## config.mk

```make
export PLATFORM = sky130hd
export DESIGN_NAME = ibus_frame_parser_flat
export DESIGN_NICKNAME = d
export VERILOG_FILES = /design/src/rtl/ibus_pkg.sv /design/src/rtl/ibus_req_if.sv /design/src/rtl/ibus_rsp_if.sv /design/src/rtl/ibus_frame_parser.sv /design/src/flat_wrapper.sv
export SDC_FILE = /design/constraint.sdc
export NUM_CORES = 1
export LEC_CHECK = 0
export ABC_AREA = 1
export BUFFER_PORTS_ARGS = -buffer_cell sky130_fd_sc_hd__buf_4
export CAP_MARGIN = 40
export CORE_MARGIN = 3
export CORE_UTILIZATION = 55
export CTS_BUF_LIST = sky130_fd_sc_hd__clkbuf_8
export CTS_CLUSTER_SIZE = 30
export DETAILED_ROUTE_END_ITERATION = 8
export PLACE_DENSITY = 0.79
export SYNTH_ARGS = -nofsm -noshare
export SYNTH_HDL_FRONTEND = slang
export SYNTH_SLANG_ARGS = --single-unit
```

## constraint.sdc

```tcl
create_clock -name clock -period 3.7 [get_ports clock]
set_input_delay 0.555 -clock clock [delete_from_list [all_inputs] [get_ports clock]]
set_output_delay 0.555 -clock clock [all_outputs]
set_load 0.02 [all_outputs]
```

## src/rtl/ibus_pkg.sv

```systemverilog
// Constants, types and result codes shared by the serial-bus frame parser.
`timescale 1ns / 1ps

package ibus_pkg;

   localparam int unsigned NUM_CHANNELS = 14;
   localparam int unsigned SLOTS        = 14;
   localparam int unsigned FRAME_BYTES  = 32;

   localparam int unsigned POS_W = $clog2(FRAME_BYTES);
   localparam int unsigned IDX_W = 4;

   typedef logic [7:0]       byte_type;
   typedef logic [1:0]       status_type;
   typedef logic [IDX_W-1:0] idx_type;
   typedef logic [15:0]      word_type;
   typedef logic [POS_W-1:0] pos_type;

   localparam byte_type HDR0 = 8'h20;
   localparam byte_type HDR1 = 8'h40;

   localparam word_type CSUM_INIT  = 16'hFFFF;
   localparam word_type CSUM_START = CSUM_INIT - {8'h00, HDR0};

   localparam status_type ST_CHANNEL = 2'd0;
   localparam status_type ST_SYNC    = 2'd1;
   localparam status_type ST_CSUM    = 2'd2;

   localparam pos_type POS_HUNT  = '0;
   localparam pos_type POS_HDR1  = pos_type'(1);
   localparam pos_type POS_CSUM0 = pos_type'(FRAME_BYTES - 2);

   localparam idx_type LAST_IDX = idx_type'(NUM_CHANNELS - 1);

endpackage

```

## src/rtl/ibus_req_if.sv

```systemverilog
// Request channel carrying one received byte and its line-error flag.
`timescale 1ns / 1ps

interface ibus_req_if;
   import ibus_pkg::*;

   logic     valid;
   logic     ready;
   byte_type rx_byte;
   logic     line_error;

   modport source (output valid, output rx_byte, output line_error, input ready);
   modport sink   (input valid, input rx_byte, input line_error, output ready);
endinterface

```

## src/rtl/ibus_rsp_if.sv

```systemverilog
// Result channel carrying channel values and error reports.
`timescale 1ns / 1ps

interface ibus_rsp_if;
   import ibus_pkg::*;

   logic       valid;
   logic       ready;
   status_type status;
   idx_type    channel_index;
   word_type   channel_value;
   logic       last;

   modport source (output valid, output status, output channel_index,
                   output channel_value, output last, input ready);
   modport sink   (input valid, input status, input channel_index,
                   input channel_value, input last, output ready);
endinterface

```

## src/rtl/ibus_frame_parser.sv

```systemverilog
// Frame parser for the 32-byte servo-receiver serial frame.
//
// Requests arrive on req, one received byte each with a line-error flag.
// Results leave on rsp: a sync error for a rejected header byte, a checksum
// error at the end of a corrupted frame, or the channel values of a good
// frame in ascending order with last set on the final one.
// The parser works on one request at a time: req.ready is high only while
// it is idle. A byte is registered when taken and processed in the next
// cycle by a single 16-bit subtract and compare unit. A byte that gives
// results then emits them one at a time from the output register, so the
// closing byte of a good frame gives NUM_CHANNELS results in turn.
// When the receiver holds rsp.ready low, the result waits in the output
// register and no further request is accepted.
// Reset returns the parser to header hunting with the checksum preset.
// The channel buffer is not cleared; every channel emitted is written by the
// same frame.
`timescale 1ns / 1ps

module ibus_frame_parser (
   input  logic       clock,
   input  logic       reset,
   ibus_req_if.sink   req,
   ibus_rsp_if.source rsp
);
   import ibus_pkg::*;

   localparam logic [1:0] S_IDLE = 2'd0;
   localparam logic [1:0] S_PROC = 2'd1;
   localparam logic [1:0] S_OUT  = 2'd2;

   logic [1:0] state_ff, state_in;
   pos_type    pos_ff, pos_in;
   word_type   csum_ff, csum_in;
   byte_type   hold_ff, hold_in;
   byte_type   byte_ff, byte_in;
   logic       err_ff, err_in;
   status_type status_ff, status_in;
   idx_type    idx_ff, idx_in;
   word_type   value_ff, value_in;
   logic       last_ff, last_in;

   word_type   chan_ff [SLOTS];
   logic       chan_wr_en;
   idx_type    chan_wr_slot;

   word_type   csum_diff;
   word_type   rx_word;
   pos_type    slot_pos;
   idx_type    idx_next;

   assign csum_diff = csum_ff - {8'h00, byte_ff};
   assign rx_word   = {byte_ff, hold_ff};
   assign slot_pos  = pos_ff - pos_type'(3);
   assign idx_next  = idx_ff + idx_type'(1);

   assign req.ready         = (state_ff == S_IDLE);
   assign rsp.valid         = (state_ff == S_OUT);
   assign rsp.status        = status_ff;
   assign rsp.channel_index = idx_ff;
   assign rsp.channel_value = value_ff;
   assign rsp.last          = last_ff;

   always_comb begin
      state_in     = state_ff;
      pos_in       = pos_ff;
      csum_in      = csum_ff;
      hold_in      = hold_ff;
      byte_in      = byte_ff;
      err_in       = err_ff;
      status_in    = status_ff;
      idx_in       = idx_ff;
      value_in     = value_ff;
      last_in      = last_ff;
      chan_wr_en   = 1'b0;
      chan_wr_slot = slot_pos[IDX_W:1];

      unique case (state_ff)
         S_IDLE: begin
            if (req.valid) begin
               byte_in  = req.rx_byte;
               err_in   = req.line_error;
               state_in = S_PROC;
            end
         end
         S_PROC: begin
            state_in  = S_IDLE;
            status_in = ST_SYNC;
            idx_in    = '0;
            value_in  = '0;
            last_in   = 1'b1;
            priority if (err_ff) begin
               pos_in  = POS_HUNT;
               csum_in = CSUM_INIT;
            end else if (pos_ff == POS_HUNT) begin
               if (byte_ff != HDR0) begin
                  state_in = S_OUT;
               end else begin
                  pos_in  = POS_HDR1;
                  csum_in = CSUM_START;
               end
            end else if (pos_ff == POS_HDR1) begin
               if (byte_ff != HDR1) begin
                  state_in = S_OUT;
                  if (byte_ff == HDR0) begin
                     pos_in  = POS_HDR1;
                     csum_in = CSUM_START;
                  end else begin
                     pos_in  = POS_HUNT;
                     csum_in = CSUM_INIT;
                  end
               end else begin
                  csum_in = csum_diff;
                  pos_in  = pos_ff + pos_type'(1);
               end
            end else if (pos_ff < POS_CSUM0) begin
               csum_in = csum_diff;
               pos_in  = pos_ff + pos_type'(1);
               if (!pos_ff[0]) begin
                  hold_in = byte_ff;
               end else begin
                  chan_wr_en = 1'b1;
               end
            end else if (pos_ff == POS_CSUM0) begin
               hold_in = byte_ff;
               pos_in  = pos_ff + pos_type'(1);
            end else begin
               pos_in   = POS_HUNT;
               csum_in  = CSUM_INIT;
               state_in = S_OUT;
               if (rx_word != csum_ff) begin
                  status_in = ST_CSUM;
               end else begin
                  status_in = ST_CHANNEL;
                  value_in  = chan_ff[0];
                  last_in   = (LAST_IDX == '0);
               end
            end
         end
         S_OUT: begin
            if (rsp.ready) begin
               if (status_ff == ST_CHANNEL && !last_ff) begin
                  idx_in   = idx_next;
                  value_in = chan_ff[idx_next];
                  last_in  = (idx_next == LAST_IDX);
               end else begin
                  state_in = S_IDLE;
               end
            end
         end
         default: begin
            state_in = S_IDLE;
         end
      endcase
   end

   always_ff @(posedge clock) begin
      if (reset) begin
         state_ff <= S_IDLE;
         pos_ff   <= POS_HUNT;
         csum_ff  <= CSUM_INIT;
         hold_ff  <= '0;
      end else begin
         state_ff <= state_in;
         pos_ff   <= pos_in;
         csum_ff  <= csum_in;
         hold_ff  <= hold_in;
      end
   end

   always_ff @(posedge clock) begin
      byte_ff   <= byte_in;
      err_ff    <= err_in;
      status_ff <= status_in;
      idx_ff    <= idx_in;
      value_ff  <= value_in;
      last_ff   <= last_in;
      if (chan_wr_en) begin
         chan_ff[chan_wr_slot] <= rx_word;
      end
   end

`ifndef SYNTHESIS
   a_one_at_a_time: assert property (@(posedge clock) disable iff (reset)
      rsp.valid |-> !req.ready)
      else $error("request accepted while a result is pending");

   a_error_is_last: assert property (@(posedge clock) disable iff (reset)
      (rsp.valid && rsp.status != ST_CHANNEL) |-> rsp.last)
      else $error("error result without last");

   a_last_channel: assert property (@(posedge clock) disable iff (reset)
      (rsp.valid && rsp.status == ST_CHANNEL && rsp.last) |->
      (rsp.channel_index == LAST_IDX))
      else $error("final channel result at the wrong index");

   a_busy_after_accept: assert property (@(posedge clock) disable iff (reset)
      (req.valid && req.ready) |=> !req.ready)
      else $error("parser ready in the cycle after taking a request");
`endif

endmodule
```

## src/flat_wrapper.sv

```systemverilog
// flat-port wrapper written by rule: the top's interface ports become plain ports
module ibus_frame_parser_flat import ibus_pkg::*;
  (clock, reset, req_valid, req_rx_byte, req_line_error, req_ready, rsp_valid, rsp_status, rsp_channel_index, rsp_channel_value, rsp_last, rsp_ready);
  ibus_req_if req_i ();
  ibus_rsp_if rsp_i ();
  input  logic clock;
  input  logic reset;
  input wire logic [$bits(req_i.valid)-1:0] req_valid;
  input wire logic [$bits(req_i.rx_byte)-1:0] req_rx_byte;
  input wire logic [$bits(req_i.line_error)-1:0] req_line_error;
  output wire logic [$bits(req_i.ready)-1:0] req_ready;
  output wire logic [$bits(rsp_i.valid)-1:0] rsp_valid;
  output wire logic [$bits(rsp_i.status)-1:0] rsp_status;
  output wire logic [$bits(rsp_i.channel_index)-1:0] rsp_channel_index;
  output wire logic [$bits(rsp_i.channel_value)-1:0] rsp_channel_value;
  output wire logic [$bits(rsp_i.last)-1:0] rsp_last;
  input wire logic [$bits(rsp_i.ready)-1:0] rsp_ready;
  assign req_i.valid = req_valid;
  assign req_i.rx_byte = req_rx_byte;
  assign req_i.line_error = req_line_error;
  assign req_ready = req_i.ready;
  assign rsp_valid = rsp_i.valid;
  assign rsp_status = rsp_i.status;
  assign rsp_channel_index = rsp_i.channel_index;
  assign rsp_channel_value = rsp_i.channel_value;
  assign rsp_last = rsp_i.last;
  assign rsp_i.ready = rsp_ready;
  ibus_frame_parser u_core (.clock(clock), .reset(reset), .req(req_i), .rsp(rsp_i));
endmodule
```

==> impl_metrics.csv <==
group,metric,value,unit
run_status,outcome,"finished clean",
pwr,ir_drop,264,uV
clock_network,cts_inserted_buffers,48,
clock_network,cts_buffer_depth,3,
yosys,syn-mean-instance-area,10.2,um2
yosys,synthTopCellsByArea,"edfxtp_1 60%, nor2_1 7.0%, nand2_1 6.7%",
cells_and_area,fin_cells,1642,
grt,track_usage,24.9,%
timing,rsz0062_at_grt,"false",
timing,finalCritPeriodShare,82.5,%
yosys,synth.net_count,1283,
floorplanning,dieHeight,158,um
cells_and_area,layout_commonest_cell,"edfxtp_1",
placement,io_buffers,37,
timing,slew_headroom,46.5,%
pwr,seqPwrFrac,54.1,%
timing,setup_violations,0,
clock_network,hold_buffers,0,
run,cap_viol_max_count,0,
pwr,power_switching,1570,uW
pwr,p_sw_share,23.7,%
route,drc,0,
floorplanning,start_util,56.3,%
placement,dp.final_hpwl,18400,um
critical_path,crit_family,"buffers and inverters",
timing,hold_viol,0,
grt,grtUsageMet3,4.21,%
grt,grt_pass1_vias,8919,
grt,grtUsageMet1,32.7,%
clock_network,clk_pin_slew,0.06,ns
pwr,leakage,0.00539,uW
yosys,synth.cell_area,12800,um2
critical_path,cp-start-kind,"register",
cells_and_area,diodes,0,
critical_path,critPathCaptureType,"output pin",
critical_path,path_common_cell,"buf_4",
grt,grtUsageMet2,41.9,%
route,drtPass1Iterations,5,
route,ant_nets,0,
timing,max_freq,0.328,GHz
cells_and_area,final_area,14300,um2
critical_path,cp_cell_sequence,"buf_4 > buf_4 > buf_4",
cells_and_area,fin_util,63.0,%
grt,grt_max_degree,78,
clock_network,cts_resized,0,
route,drt-total-wl,30600,um
timing,fin_skew,0.0473,ns
min_path,min_path_type,"in -> reg",
pwr,power_density,464,nW/um2
yosys,yosysTopAreaCell,"edfxtp_1",
critical_path,path_class,"reg -> out",
critical_path,cp_num_buf_inv,3,
clock_network,cts_sinks,287,
route,via_count,9240,
timing,slew_violations,0,
placement,dpl-instance-area,13400,um2
clock_network,postCtsSetupRepairBufs,0,
clock_network,htreeDepth,2,
cells_and_area,mostFrequentLayoutCells,"256 x edfxtp_1, 238 x nor2_1, 229 x nand2_1",
yosys,ys_warn_count,0,
yosys,ys_seq_area_share,65.0,%
yosys,ys_seq_elements,287,
timing,finalSetupTns,0,ns
pwr,clock_power_share,38.9,%
critical_path,cpPeakStageDelay,0.71,ns
cells_and_area,drive_gt1_share,12.2,%
cells_and_area,nets,1350,
critical_path,critPathSlowestCell,"buf_4",
critical_path,required,3.14,ns
pwr,combPwrFrac,7.0,%
pwr,internal_power,5070,uW
yosys,synth_top_area_share,60.1,%
cells_and_area,syn_to_final_growth,11.9,%
pwr,power.total,6640,uW
route,detail_route.wl_per_cell,18.6,um
placement,gp_congestion,0.859,
grt,grt_pass1_wl,47900,um
critical_path,crit_fanout,77,
floorplanning,dieWidth,158,um
grt,grt_overflow,0,
route,drt_iter0_markers,988,
clock_network,clock_latency,0.57,ns
floorplanning,rows,55,
floorplanning,ios,38,
clock_network,cts_root_buffer,"clkbuf_8",
critical_path,worstPathArrival,2.50,ns
grt,grt_antenna_before_repair,0,
yosys,ys_types,39,
timing,worst_pin_slew,0.801,ns
floorplanning,design.core.area,22700,um2
yosys,netlist_instances,1255,
placement,place_inst,1557,
grt,grt.busiest_layer,"met2",
floorplanning,die-area,25100,um2
clock_network,cts_tree,"built",
timing,period_needed,3.05,ns
route,drt-vias-per-instance,5.63,
==> worst paths after layout <==
kind                                             startpoint                      endpoint  slack [ns]  cells past startpoint
worst max-delay path            u_core.rsp.channel_index[0]          rsp_channel_index[0]        0.65                      3
worst min-delay path                         req_line_error                 u_core.err_ff        0.17                      1
worst max register to register  u_core.rsp.channel_index[0]  u_core.rsp.channel_value[10]        1.03                      8
worst min register to register           u_core.csum_ff[14]            u_core.csum_ff[14]        0.48                      2
==> power by group through the flow <==
stage,sequential (uW),clock (uW),combinational (uW)
5_1_grt,3600,2780,525
6_report,3590,2580,467
4_1_cts,3590,2620,466
3_5_place_dp,3660,0,464
3_3_place_gp,3660,0,448
2_1_floorplan,3650,0,319
==> metrics by stage <==
step	setup WS [ns]	hold slack [ns]
floorplan	1.22	0.453
global placement	1.17	0.468
detailed placement	1.10	0.470
CTS	0.663	0.131
global route	0.484	0.142
finish	0.647	0.168
==> registers in the layout (all words and copies together), names as in the netlist, 2 cells and up <==
| signal | count |
|---|---|
| u_core.byte_ff | 8 |
| u_core.chan_ff | 224 |
| u_core.csum_ff | 16 |
| u_core.hold_ff | 8 |
| u_core.pos_ff | 5 |
| u_core.rsp.channel_index | 4 |
| u_core.rsp.channel_value | 16 |
| u_core.rsp.status | 2 |
| u_core.state_ff | 2 |
==> cell families after synthesis <==
logic type / Yosys count / share of synthesized area [%]
buffers and inverters: 150 / 4.98
DFF: 287 / 65.0
AOI/OAI and AO/OA: 216 / 9.04
adders and majority gates: 15 / 1.53
xor gates and xnor gates: 13 / 0.891
and+or+nand+nor: 574 / 18.6
==> cells in the mapped netlist (all sizes together) <==
cell type / instances
a21oi: 54
a21boi: 1
nand4: 9
o22ai: 16
fa: 1
nand3b: 3
xor2: 12
clkbuf: 21
buf: 32
ha: 14
xnor2: 1
nor3: 7
dfxtp: 31
o211ai: 17
edfxtp: 256
nand3: 59
or2: 18
and2: 3
inv: 97
nand2: 231
nor2: 244
o21ai: 127
o21a: 1
==> routing by layer <==
layer  routed length, um  share of wire [%]
met1               12000                 39
met2               15100                 49
met3                2560                8.4
met4                 898                2.9
met5                   0                  0
==> final cells by class <==
type,count,area (um2)
fill,1775,8400
tap,285,357
multi-input combinational,818,3850
inverter,97,364
timing repair buffer,70,538
sequential,287,8310
clock inverter,36,213
clock buffer,49,674
Power figures use the tool's default switching activity.
